==> src/sv/integer_stack_machine_macros.svh <==
// Assertion helpers for integer_stack_machine.sv, which checks internal behavior.
`ifndef INTEGER_STACK_MACHINE_MACROS_SVH
`define INTEGER_STACK_MACHINE_MACROS_SVH

// Check an implication on every clock edge outside reset.
`define ISM_ASSERT(lbl, prop, msg) \
  lbl: assert property (@(posedge clk_i) disable iff (!rst_ni) prop) else $error(msg);

// Check that a condition never holds outside reset.
`define ISM_ASSERT_NEVER(lbl, expr, msg) \
  lbl: assert property (@(posedge clk_i) disable iff (!rst_ni) !(expr)) else $error(msg);

`endif

==> src/sv/ism_pkg.sv <==
`default_nettype none

package ism_pkg;

  localparam int unsigned WordW      = 32;
  localparam int unsigned ActionW    = 4;
  localparam int unsigned DepthW     = 7;
  localparam int unsigned StackDepth = 64;
  localparam int unsigned QueueDepth = 2;

  typedef enum logic [ActionW-1:0] {
    ACT_CONST = 4'd0,
    ACT_ADD   = 4'd1,
    ACT_SUB   = 4'd2,
    ACT_MUL   = 4'd3,
    ACT_DIV   = 4'd4,
    ACT_MAX   = 4'd5,
    ACT_MIN   = 4'd6,
    ACT_NEG   = 4'd7,
    ACT_DUP   = 4'd8,
    ACT_SWAP  = 4'd9,
    ACT_END   = 4'd10,
    ACT_NOP   = 4'd11
  } action_e;

  typedef enum logic [1:0] {
    ST_OK      = 2'd0,
    ST_UNDER   = 2'd1,
    ST_OVER    = 2'd2,
    ST_DIVZERO = 2'd3
  } status_e;

  typedef struct packed {
    action_e            op;
    logic [WordW-1:0]   operand;
  } cmd_t;

endpackage

`default_nettype wire

==> src/sv/integer_stack_machine.sv <==
// Results: the output register loads when a transaction is accepted, for DIV when the
// divider finishes. CONST, NEG, DUP, SWAP and no-ops finish in EXEC; binary operators and
// END also pass LOAD (refill of the second word from stack memory); DIV passes issue, 32
// divider steps plus the done strobe, and the refill. A 2-entry queue keeps taking input
// while the back stalls. Reset: asynchronous, active low; clears stack pointer, queue and
// control state. The stack memory is not cleared and needs no clearing pass.
`default_nettype none
`include "integer_stack_machine_macros.svh"

module integer_stack_machine #(
  parameter int unsigned STACK_DEPTH = ism_pkg::StackDepth
) (
  input  logic                               clk_i,
  input  logic                               rst_ni,
  input  logic                               in_valid_i,
  output logic                               in_ready_o,
  input  logic [ism_pkg::ActionW-1:0]        action_i,
  input  logic signed [ism_pkg::WordW-1:0]   operand_value_i,
  output logic                               out_valid_o,
  input  logic                               out_ready_i,
  output logic signed [ism_pkg::WordW-1:0]   top_value_o,
  output logic [ism_pkg::DepthW-1:0]         stack_depth_o,
  output logic [1:0]                         status_o,
  output logic                               final_result_o
);
  import ism_pkg::*;

  localparam logic [DepthW-1:0] FullDepth = DepthW'(STACK_DEPTH);

  // Queue handshake between the front (accept and classify) and the back (execute).
  logic    q_valid, q_ready;
  cmd_t    q_cmd;
  status_e back_status;
  logic    over_seen, under_seen;

  ism_front u_front (
    .clk_i           (clk_i),
    .rst_ni          (rst_ni),
    .in_valid_i      (in_valid_i),
    .in_ready_o      (in_ready_o),
    .action_i        (action_i),
    .operand_value_i (operand_value_i),
    .q_valid_o       (q_valid),
    .q_ready_i       (q_ready),
    .cmd_o           (q_cmd)
  );

  // Hold the top two words in registers, the rest in memory; drop to the
  // divider for DIV and refill the second word after every pop.
  ism_back #(
    .STACK_DEPTH (STACK_DEPTH)
  ) u_back (
    .clk_i          (clk_i),
    .rst_ni         (rst_ni),
    .q_valid_i      (q_valid),
    .q_ready_o      (q_ready),
    .cmd_i          (q_cmd),
    .out_valid_o    (out_valid_o),
    .out_ready_i    (out_ready_i),
    .top_value_o    (top_value_o),
    .stack_depth_o  (stack_depth_o),
    .status_o       (back_status),
    .final_result_o (final_result_o)
  );

  assign status_o = back_status;

  assign over_seen  = out_valid_o && (status_o == ST_OVER);
  assign under_seen = out_valid_o && (status_o == ST_UNDER);

  // Never pop an empty queue.
  `ISM_ASSERT_NEVER(a_pop_empty, q_ready && !q_valid, "queue popped while empty")
  // Overflow is reported only on a full stack.
  `ISM_ASSERT(a_over_full, over_seen |-> stack_depth_o == FullDepth, "overflow below full depth")
  // Underflow is reported only with fewer than two words.
  `ISM_ASSERT(a_under_low, under_seen |-> stack_depth_o <= DepthW'(1), "underflow with deep stack")

endmodule

`default_nettype wire

==> src/sv/ism_div.sv <==
`default_nettype none

module ism_div (
  input  logic                       clk_i,
  input  logic                       rst_ni,
  input  logic                       start_i,
  input  logic [ism_pkg::WordW-1:0]  dividend_i,
  input  logic [ism_pkg::WordW-1:0]  divisor_i,
  output logic                       done_o,
  output logic [ism_pkg::WordW-1:0]  quotient_o
);
  import ism_pkg::*;

  localparam int unsigned CntW = $clog2(WordW);

  logic             busy_q, done_q, neg_q;
  logic [CntW-1:0]  cnt_q;
  logic [WordW-1:0] rem_q, quo_q, dvs_q;
  logic [WordW:0]   shifted, diff;

  // One quotient bit per cycle, restoring division on magnitudes.
  assign shifted = {rem_q, quo_q[WordW-1]};
  assign diff    = shifted - {1'b0, dvs_q};

  always_ff @(posedge clk_i or negedge rst_ni) begin
    if (!rst_ni) begin
      busy_q <= 1'b0;
      done_q <= 1'b0;
      cnt_q  <= '0;
    end else if (start_i) begin
      busy_q <= 1'b1;
      done_q <= 1'b0;
      cnt_q  <= '0;
    end else if (busy_q) begin
      cnt_q <= cnt_q + CntW'(1);
      if (cnt_q == CntW'(WordW - 1)) begin
        busy_q <= 1'b0;
        done_q <= 1'b1;
      end
    end else begin
      done_q <= 1'b0;
    end
  end

  always_ff @(posedge clk_i) begin
    if (start_i) begin
      rem_q <= '0;
      quo_q <= dividend_i[WordW-1] ? (WordW'(0) - dividend_i) : dividend_i;
      dvs_q <= divisor_i[WordW-1] ? (WordW'(0) - divisor_i) : divisor_i;
      neg_q <= dividend_i[WordW-1] ^ divisor_i[WordW-1];
    end else if (busy_q) begin
      if (!diff[WordW]) begin
        rem_q <= diff[WordW-1:0];
        quo_q <= {quo_q[WordW-2:0], 1'b1};
      end else begin
        rem_q <= shifted[WordW-1:0];
        quo_q <= {quo_q[WordW-2:0], 1'b0};
      end
    end
  end

  assign done_o     = done_q;
  assign quotient_o = neg_q ? (WordW'(0) - quo_q) : quo_q;

endmodule

`default_nettype wire

==> src/sv/ism_front.sv <==
`default_nettype none

module ism_front (
  input  logic                        clk_i,
  input  logic                        rst_ni,
  input  logic                        in_valid_i,
  output logic                        in_ready_o,
  input  logic [ism_pkg::ActionW-1:0] action_i,
  input  logic [ism_pkg::WordW-1:0]   operand_value_i,
  output logic                        q_valid_o,
  input  logic                        q_ready_i,
  output ism_pkg::cmd_t               cmd_o
);
  import ism_pkg::*;

  localparam int unsigned QAW = (QueueDepth > 1) ? $clog2(QueueDepth) : 1;
  localparam int unsigned QCW = $clog2(QueueDepth + 1);

  cmd_t           queue_q [QueueDepth];
  logic [QAW-1:0] wr_ptr_q, rd_ptr_q;
  logic [QCW-1:0] count_q;
  logic           push, pop;
  cmd_t           cmd_dec;

  // Classify: unused action codes become a no-op.
  always_comb begin
    cmd_dec.operand = operand_value_i;
    if (action_i > ACT_END) begin
      cmd_dec.op = ACT_NOP;
    end else begin
      cmd_dec.op = action_e'(action_i);
    end
  end

  assign in_ready_o = (count_q != QCW'(QueueDepth));
  assign q_valid_o  = (count_q != '0);
  assign push       = in_valid_i && in_ready_o;
  assign pop        = q_ready_i && q_valid_o;
  assign cmd_o      = queue_q[rd_ptr_q];

  always_ff @(posedge clk_i or negedge rst_ni) begin
    if (!rst_ni) begin
      wr_ptr_q <= '0;
      rd_ptr_q <= '0;
      count_q  <= '0;
    end else begin
      if (push) begin
        wr_ptr_q <= (wr_ptr_q == QAW'(QueueDepth - 1)) ? '0 : wr_ptr_q + QAW'(1);
      end
      if (pop) begin
        rd_ptr_q <= (rd_ptr_q == QAW'(QueueDepth - 1)) ? '0 : rd_ptr_q + QAW'(1);
      end
      if (push && !pop) begin
        count_q <= count_q + QCW'(1);
      end else if (pop && !push) begin
        count_q <= count_q - QCW'(1);
      end
    end
  end

  always_ff @(posedge clk_i) begin
    if (push) begin
      queue_q[wr_ptr_q] <= cmd_dec;
    end
  end

endmodule

`default_nettype wire

==> src/sv/ism_back.sv <==
`default_nettype none

module ism_back #(
  parameter int unsigned STACK_DEPTH = ism_pkg::StackDepth
) (
  input  logic                       clk_i,
  input  logic                       rst_ni,
  input  logic                       q_valid_i,
  output logic                       q_ready_o,
  input  ism_pkg::cmd_t              cmd_i,
  output logic                       out_valid_o,
  input  logic                       out_ready_i,
  output logic [ism_pkg::WordW-1:0]  top_value_o,
  output logic [ism_pkg::DepthW-1:0] stack_depth_o,
  output ism_pkg::status_e           status_o,
  output logic                       final_result_o
);
  import ism_pkg::*;

  localparam int unsigned AW  = $clog2(STACK_DEPTH);
  localparam int unsigned SpW = $clog2(STACK_DEPTH + 1);

  localparam logic [1:0] S_EXEC = 2'd0;
  localparam logic [1:0] S_DIV  = 2'd1;
  localparam logic [1:0] S_LOAD = 2'd2;

  // Top two words live in registers; the rest of the stack sits in memory.
  logic [WordW-1:0] mem_q [STACK_DEPTH];
  logic [WordW-1:0] rd_q;

  logic [1:0]       state_q, state_d;
  logic [SpW-1:0]   sp_q, sp_d, sp_m2, sp_m3;
  logic [WordW-1:0] top_q, top_d, sec_q, sec_d;
  logic             has_one, has_two, has_three, full;
  logic             wr_en, rd_en, div_start, div_done, can_issue;
  logic [WordW-1:0] alu_res, quotient, res_top;
  logic             out_load, end_pop, res_final;
  status_e          res_status;

  logic             out_valid_q, out_final_q;
  logic [WordW-1:0] out_top_q;
  logic [DepthW-1:0] out_depth_q;
  status_e          out_status_q;

  assign sp_m2     = sp_q - SpW'(2);
  assign sp_m3     = sp_q - SpW'(3);
  assign has_one   = (sp_q != '0);
  assign has_two   = (sp_q >= SpW'(2));
  assign has_three = (sp_q >= SpW'(3));
  assign full      = (sp_q == SpW'(STACK_DEPTH));
  assign can_issue = !out_valid_q || out_ready_i;

  ism_div u_div (
    .clk_i      (clk_i),
    .rst_ni     (rst_ni),
    .start_i    (div_start),
    .dividend_i (top_q),
    .divisor_i  (sec_q),
    .done_o     (div_done),
    .quotient_o (quotient)
  );

  always_comb begin
    unique case (cmd_i.op)
      ACT_ADD: alu_res = top_q + sec_q;
      ACT_SUB: alu_res = top_q - sec_q;
      ACT_MUL: alu_res = top_q * sec_q;
      ACT_MAX: alu_res = ($signed(top_q) > $signed(sec_q)) ? top_q : sec_q;
      default: alu_res = ($signed(sec_q) > $signed(top_q)) ? top_q : sec_q;
    endcase
  end

  always_comb begin
    state_d    = state_q;
    sp_d       = sp_q;
    top_d      = top_q;
    sec_d      = sec_q;
    q_ready_o  = 1'b0;
    wr_en      = 1'b0;
    rd_en      = 1'b0;
    div_start  = 1'b0;
    out_load   = 1'b0;
    end_pop    = 1'b0;
    res_final  = 1'b0;
    res_status = ST_OK;
    unique case (state_q)
      S_EXEC: begin
        if (q_valid_i && can_issue) begin
          q_ready_o = 1'b1;
          out_load  = 1'b1;
          unique case (cmd_i.op)
            ACT_CONST, ACT_DUP: begin
              if (cmd_i.op == ACT_DUP && !has_one) begin
                res_status = ST_UNDER;
              end else if (full) begin
                res_status = ST_OVER;
              end else begin
                wr_en = has_two;
                top_d = (cmd_i.op == ACT_CONST) ? cmd_i.operand : top_q;
                sec_d = top_q;
                sp_d  = sp_q + SpW'(1);
              end
            end
            ACT_ADD, ACT_SUB, ACT_MUL, ACT_MAX, ACT_MIN: begin
              if (!has_two) begin
                res_status = ST_UNDER;
              end else begin
                top_d   = alu_res;
                sp_d    = sp_q - SpW'(1);
                rd_en   = has_three;
                state_d = S_LOAD;
              end
            end
            ACT_DIV: begin
              if (!has_two) begin
                res_status = ST_UNDER;
              end else if (sec_q == '0) begin
                res_status = ST_DIVZERO;
              end else begin
                out_load  = 1'b0;
                div_start = 1'b1;
                state_d   = S_DIV;
              end
            end
            ACT_NEG: begin
              if (!has_one) begin
                res_status = ST_UNDER;
              end else begin
                top_d = WordW'(0) - top_q;
              end
            end
            ACT_SWAP: begin
              if (!has_two) begin
                res_status = ST_UNDER;
              end else begin
                top_d = sec_q;
                sec_d = top_q;
              end
            end
            ACT_END: begin
              res_final = 1'b1;
              if (!has_one) begin
                res_status = ST_UNDER;
              end else begin
                end_pop = 1'b1;
                top_d   = sec_q;
                sp_d    = sp_q - SpW'(1);
                rd_en   = has_three;
                state_d = S_LOAD;
              end
            end
            default: begin
            end
          endcase
        end
      end
      S_DIV: begin
        // Output register is free here: it was free when the divide issued.
        if (div_done) begin
          top_d    = quotient;
          sp_d     = sp_q - SpW'(1);
          rd_en    = has_three;
          out_load = 1'b1;
          state_d  = S_LOAD;
        end
      end
      S_LOAD: begin
        sec_d   = rd_q;
        state_d = S_EXEC;
      end
      default: state_d = S_EXEC;
    endcase
  end

  assign res_top = end_pop ? top_q : ((sp_d != '0) ? top_d : '0);

  always_ff @(posedge clk_i or negedge rst_ni) begin
    if (!rst_ni) begin
      state_q     <= S_EXEC;
      sp_q        <= '0;
      out_valid_q <= 1'b0;
    end else begin
      state_q <= state_d;
      sp_q    <= sp_d;
      if (out_load) begin
        out_valid_q <= 1'b1;
      end else if (out_ready_i) begin
        out_valid_q <= 1'b0;
      end
    end
  end

  always_ff @(posedge clk_i) begin
    top_q <= top_d;
    sec_q <= sec_d;
    if (out_load) begin
      out_top_q    <= res_top;
      out_depth_q  <= DepthW'(sp_d);
      out_status_q <= res_status;
      out_final_q  <= res_final;
    end
  end

  always_ff @(posedge clk_i) begin
    if (wr_en) begin
      mem_q[sp_m2[AW-1:0]] <= sec_q;
    end
  end

  always_ff @(posedge clk_i) begin
    if (rd_en) begin
      rd_q <= mem_q[sp_m3[AW-1:0]];
    end
  end

  assign out_valid_o    = out_valid_q;
  assign top_value_o    = out_top_q;
  assign stack_depth_o  = out_depth_q;
  assign status_o       = out_status_q;
  assign final_result_o = out_final_q;

endmodule

`default_nettype wire
==> config.mk <==
export PLATFORM = sky130hd
export DESIGN_NAME = integer_stack_machine
export DESIGN_NICKNAME = d
export VERILOG_FILES = /design/src/sv/ism_pkg.sv /design/src/sv/integer_stack_machine.sv /design/src/sv/ism_div.sv /design/src/sv/ism_front.sv /design/src/sv/ism_back.sv
export VERILOG_INCLUDE_DIRS = /design/src /design/src/sv
export SDC_FILE = /design/constraint.sdc
export NUM_CORES = 2
export LEC_CHECK = 0
export ABC_AREA = 1
export BUFFER_PORTS_ARGS = -buffer_cell sky130_fd_sc_hd__buf_2
export CAP_MARGIN = 20
export CELL_PAD_IN_SITES_DETAIL_PLACEMENT = 1
export CELL_PAD_IN_SITES_GLOBAL_PLACEMENT = 2
export CORE_UTILIZATION = 39
export CTS_CLUSTER_DIAMETER = 150
export DETAILED_ROUTE_END_ITERATION = 8
export PLACE_DENSITY = 0.76
export SYNTH_ARGS = -nofsm -noshare
export SYNTH_HDL_FRONTEND = slang
export SYNTH_HIERARCHICAL = 1
export SYNTH_SLANG_ARGS = --single-unit
export TNS_END_PERCENT = 30
==> constraint.sdc <==
create_clock -name clk_i -period 8.5 [get_ports clk_i]
set_input_delay 1.275 -clock clk_i [delete_from_list [all_inputs] [get_ports clk_i]]
set_output_delay 1.275 -clock clk_i [all_outputs]
set_load 0.02 [all_outputs]
==> out/metrics.csv <==
metric,value,unit
synth_edf_count,2291,
maxCapViolCount,0,
ys_warn_count,6,
synth_xor_xnor_area_share,0.8613,%
synth_compound_area_share,12.70,%
ioPinCount,84,
dpl.hpwl,325.3,mm
syn_nets,12962,
dieArea,320400,µm²
initial_core_util,39.29,%
wire_per_inst,29.51,µm
relSlewSlack,11.47,%
cpLargestDelayFamily,adder cells,
postLayoutCoreUtil,44.08,%
finalCritPeriodShare,98.60,%
endpoint_kind,flip-flop,
antenna_found_initial,40,
nNetsFinal,12978,
yosys.area_share.simple,13.75,%
cts_hold_buf,0,
numCtsBuffers,272,
wl,491.5,mm
rows,206,
drive_above_1_share,9.014,%
synth_top_family_by_area,simple AND/OR/NAND/NOR gates,
clock_sink_count,2376,
dr.first_iter.drc_count,10398,
synthArstFlopShare,0.8838,%
crit_end,u_back/top_value_o[27],
crit_path_start_kind,flip-flop,
finalSetupViolations,0,
fin_setup_tns,0,ns
synth_area,124100,µm²
startpoint,u_back/top_q[2],
final.min_clock_period,8.381,ns
path_depth,31,
htreeDepth,5,
hold_class,in -> async,
critPathKind,reg -> reg,
drt-vias-per-instance,5.820,
gp_congestion,0.9785,
path_common_cell,nand2_1,
synth_adder_area_share,9.254,%
clk_path_buf_depth,4,
clock.fmax,0.1193,GHz
r2r-start,u_back/top_q[2],
synth_mux_area_share,0,%
tightest_slew,1.314,ns
slowest_delay,0.86,ns
slew_violations,0,
status,"finished, final reports clean",
synth_ff_type,edfxtp_1,
core,315700,µm²
r2r_cells,31,
die_width,566.0,µm
crit_buf_inv,5,
r2r_slack,0.12,ns
yosysUniqueCellTypes,80,
root_buffer,clkbuf_16,
rsz0062_at_grt,no,
hold_viol,0,
clkTransAtPathRegs,0.06,ns
crit_required,9.13,ns
cts_tree,yes,
worstPathArrival,9.01,ns
grt_overflow_total,0,
gr-usage-all-layers,29.92,%
clk-insertion-delay-late,0.92,ns
dr.pass1.iters,6,
crit_slowest_cell,dfxtp_2,
r2r-end,u_back/top_value_o[27],
drt.antenna.violating_nets,0,
grt_pass1_wl,701.6,mm
io_buffers,83,
grt_start_max_net_pins,178,
via_count,96918,
grt_pass1_vias,98607,
synth.yosys.seq_area_share,56.91,%
avgSynthCellArea,10.13,µm²
drc,0,
areaGrowthSynthToFinish,12.18,%
ys_ff_latch,2376,
die_h,566.0,µm
fin_skew,0.06257,ns
syn_inst,12251,
crit_fanout,15,
[cell usage after synthesis (all sizes together), types with 50 or more instances]
| cell | count | area [µm²] |
|---|---|---|
| o21ai | 1636 | 8210 |
| nand4 | 61 | 394.1 |
| buf | 184 | 1122 |
| edfxtp | 2291 | 68800 |
| nor3 | 67 | 384.1 |
| nand3 | 320 | 1739 |
| inv | 1291 | 4863 |
| o22ai | 670 | 4192 |
| fa | 411 | 8228 |
| ha | 260 | 3253 |
| a21oi | 305 | 1557 |
| clkbuf | 542 | 2036 |
| o211ai | 50 | 505.5 |
| nand2 | 1929 | 7363 |
| nor2 | 1795 | 6844 |
| xor2 | 84 | 735.7 |
| dfxtp | 64 | 1281 |
[layout make-up]
class                   instances  area, µm²
diodes                         12      30.03
inverters                    1306       4956
well taps                    4160       5205
flip-flops and latches       2376      70630
clock inverters               160       1481
multi-input cells            7842      45980
fillers                     34660     176600
repair buffers                469       3760
clock buffers                 328       7144
[metal layers]
layer,vias up,part of all wire (%),track usage [%]
met4,24,5.1,13.78
li1,41959,-,-
met3,882,7.6,4.458
met1,50110,42,40.55
met5,-,0.037,0
met2,3943,46,47.38
[cells in the final DEF, fill, tap and decap left out, types with 18 or more instances in the layout]
master	count
nand3_1	297
nand2_1	1891
o21bai_1	18
nor2_2	18
nand4_1	59
o211ai_1	24
nand3_2	20
nor2_4	75
clkinv_2	50
clkinv_1	66
ha_1	259
xor2_1	81
buf_2	83
o21ai_1	40
a31oi_1	25
clkbuf_16	278
nor2_1	1701
edfxtp_1	2291
o22ai_1	670
a22oi_1	36
dfrtp_1	20
dfxtp_1	50
o21ai_0	1591
a21oi_1	298
o211ai_2	26
nand2_2	32
nor3_1	61
xnor2_1	38
buf_4	349
inv_1	1262
buf_12	29
clkbuf_1	50
fa_1	411
inv_2	21
bufinv_16	22
[how the worst min path moves through the flow]
stage / start / end / slack [ns] / depth (start not counted)
finish: rst_ni / u_back/u_div/cnt_q[0] / 0.47 / 2
global route: rst_ni / u_back/u_div/cnt_q[0] / 0.48 / 2
CTS: rst_ni / u_back/u_div/cnt_q[0] / 0.42 / 2
detailed placement: u_back/u_div/rem_q[17] / u_back/u_div/rem_q[17] / 0.47 / 2
global placement: u_back/u_div/rem_q[14] / u_back/u_div/rem_q[14] / 0.46 / 2
floorplan: u_back/u_div/rem_q[0] / u_back/u_div/rem_q[0] / 0.45 / 2
[through the flow]
step / std cells / hold WS, ns / setup WS (ns) / cell area [µm²]
finish: 16653 / 0.4659 / 0.1193 / 139200
CTS: 16621 / 0.4243 / 0.03366 / 138900
detailed placement: 16133 / 0.4695 / 0.1238 / 130300
global route: 16644 / 0.4774 / 0.005572 / 139200
floorplan: 12251 / 0.4488 / 0.5847 / 124100
global placement: 16127 / 0.4640 / 0.2125 / 130200
[cell families (layout without fill, tap and decap cells)]
| group | after synthesis | in the layout |
|---|---|---|
| flops | 2376 | 2376 |
| simple gates | 4223 | 4223 |
| fa+ha+maj | 671 | 671 |
| other cells | 0 | 12 |
| buf+inv | 2033 | 2263 |
| xor+xnor | 122 | 122 |
| compound gates | 2826 | 2826 |
[timing repair]
action	4_1_cts	5_1_grt
setup endpoints to repair	0	10
setup buffers	0	13
resized for setup	0	4
[flip-flops by register name (all words and copies together) (netlist names), 2 cells and up]
name and count:
u_back/u_div/quo_q 32, u_back/state_q 2, u_back/sp_q 7, u_back/top_q 32, u_front/queue_q 72, u_back/sec_q 32, u_back/u_div/rem_q 32, u_back/stack_depth_o 7
u_back/rd_q 32, u_back/u_div/dvs_q 32, u_back/status_o 2, u_front/count_q 2, u_back/mem_q 2048, u_back/top_value_o 32, u_back/u_div/cnt_q 5
Power is left out: the tool's default activity adds up to more than one toggle a clock period on the data nets, which glitch-free logic cannot reach.
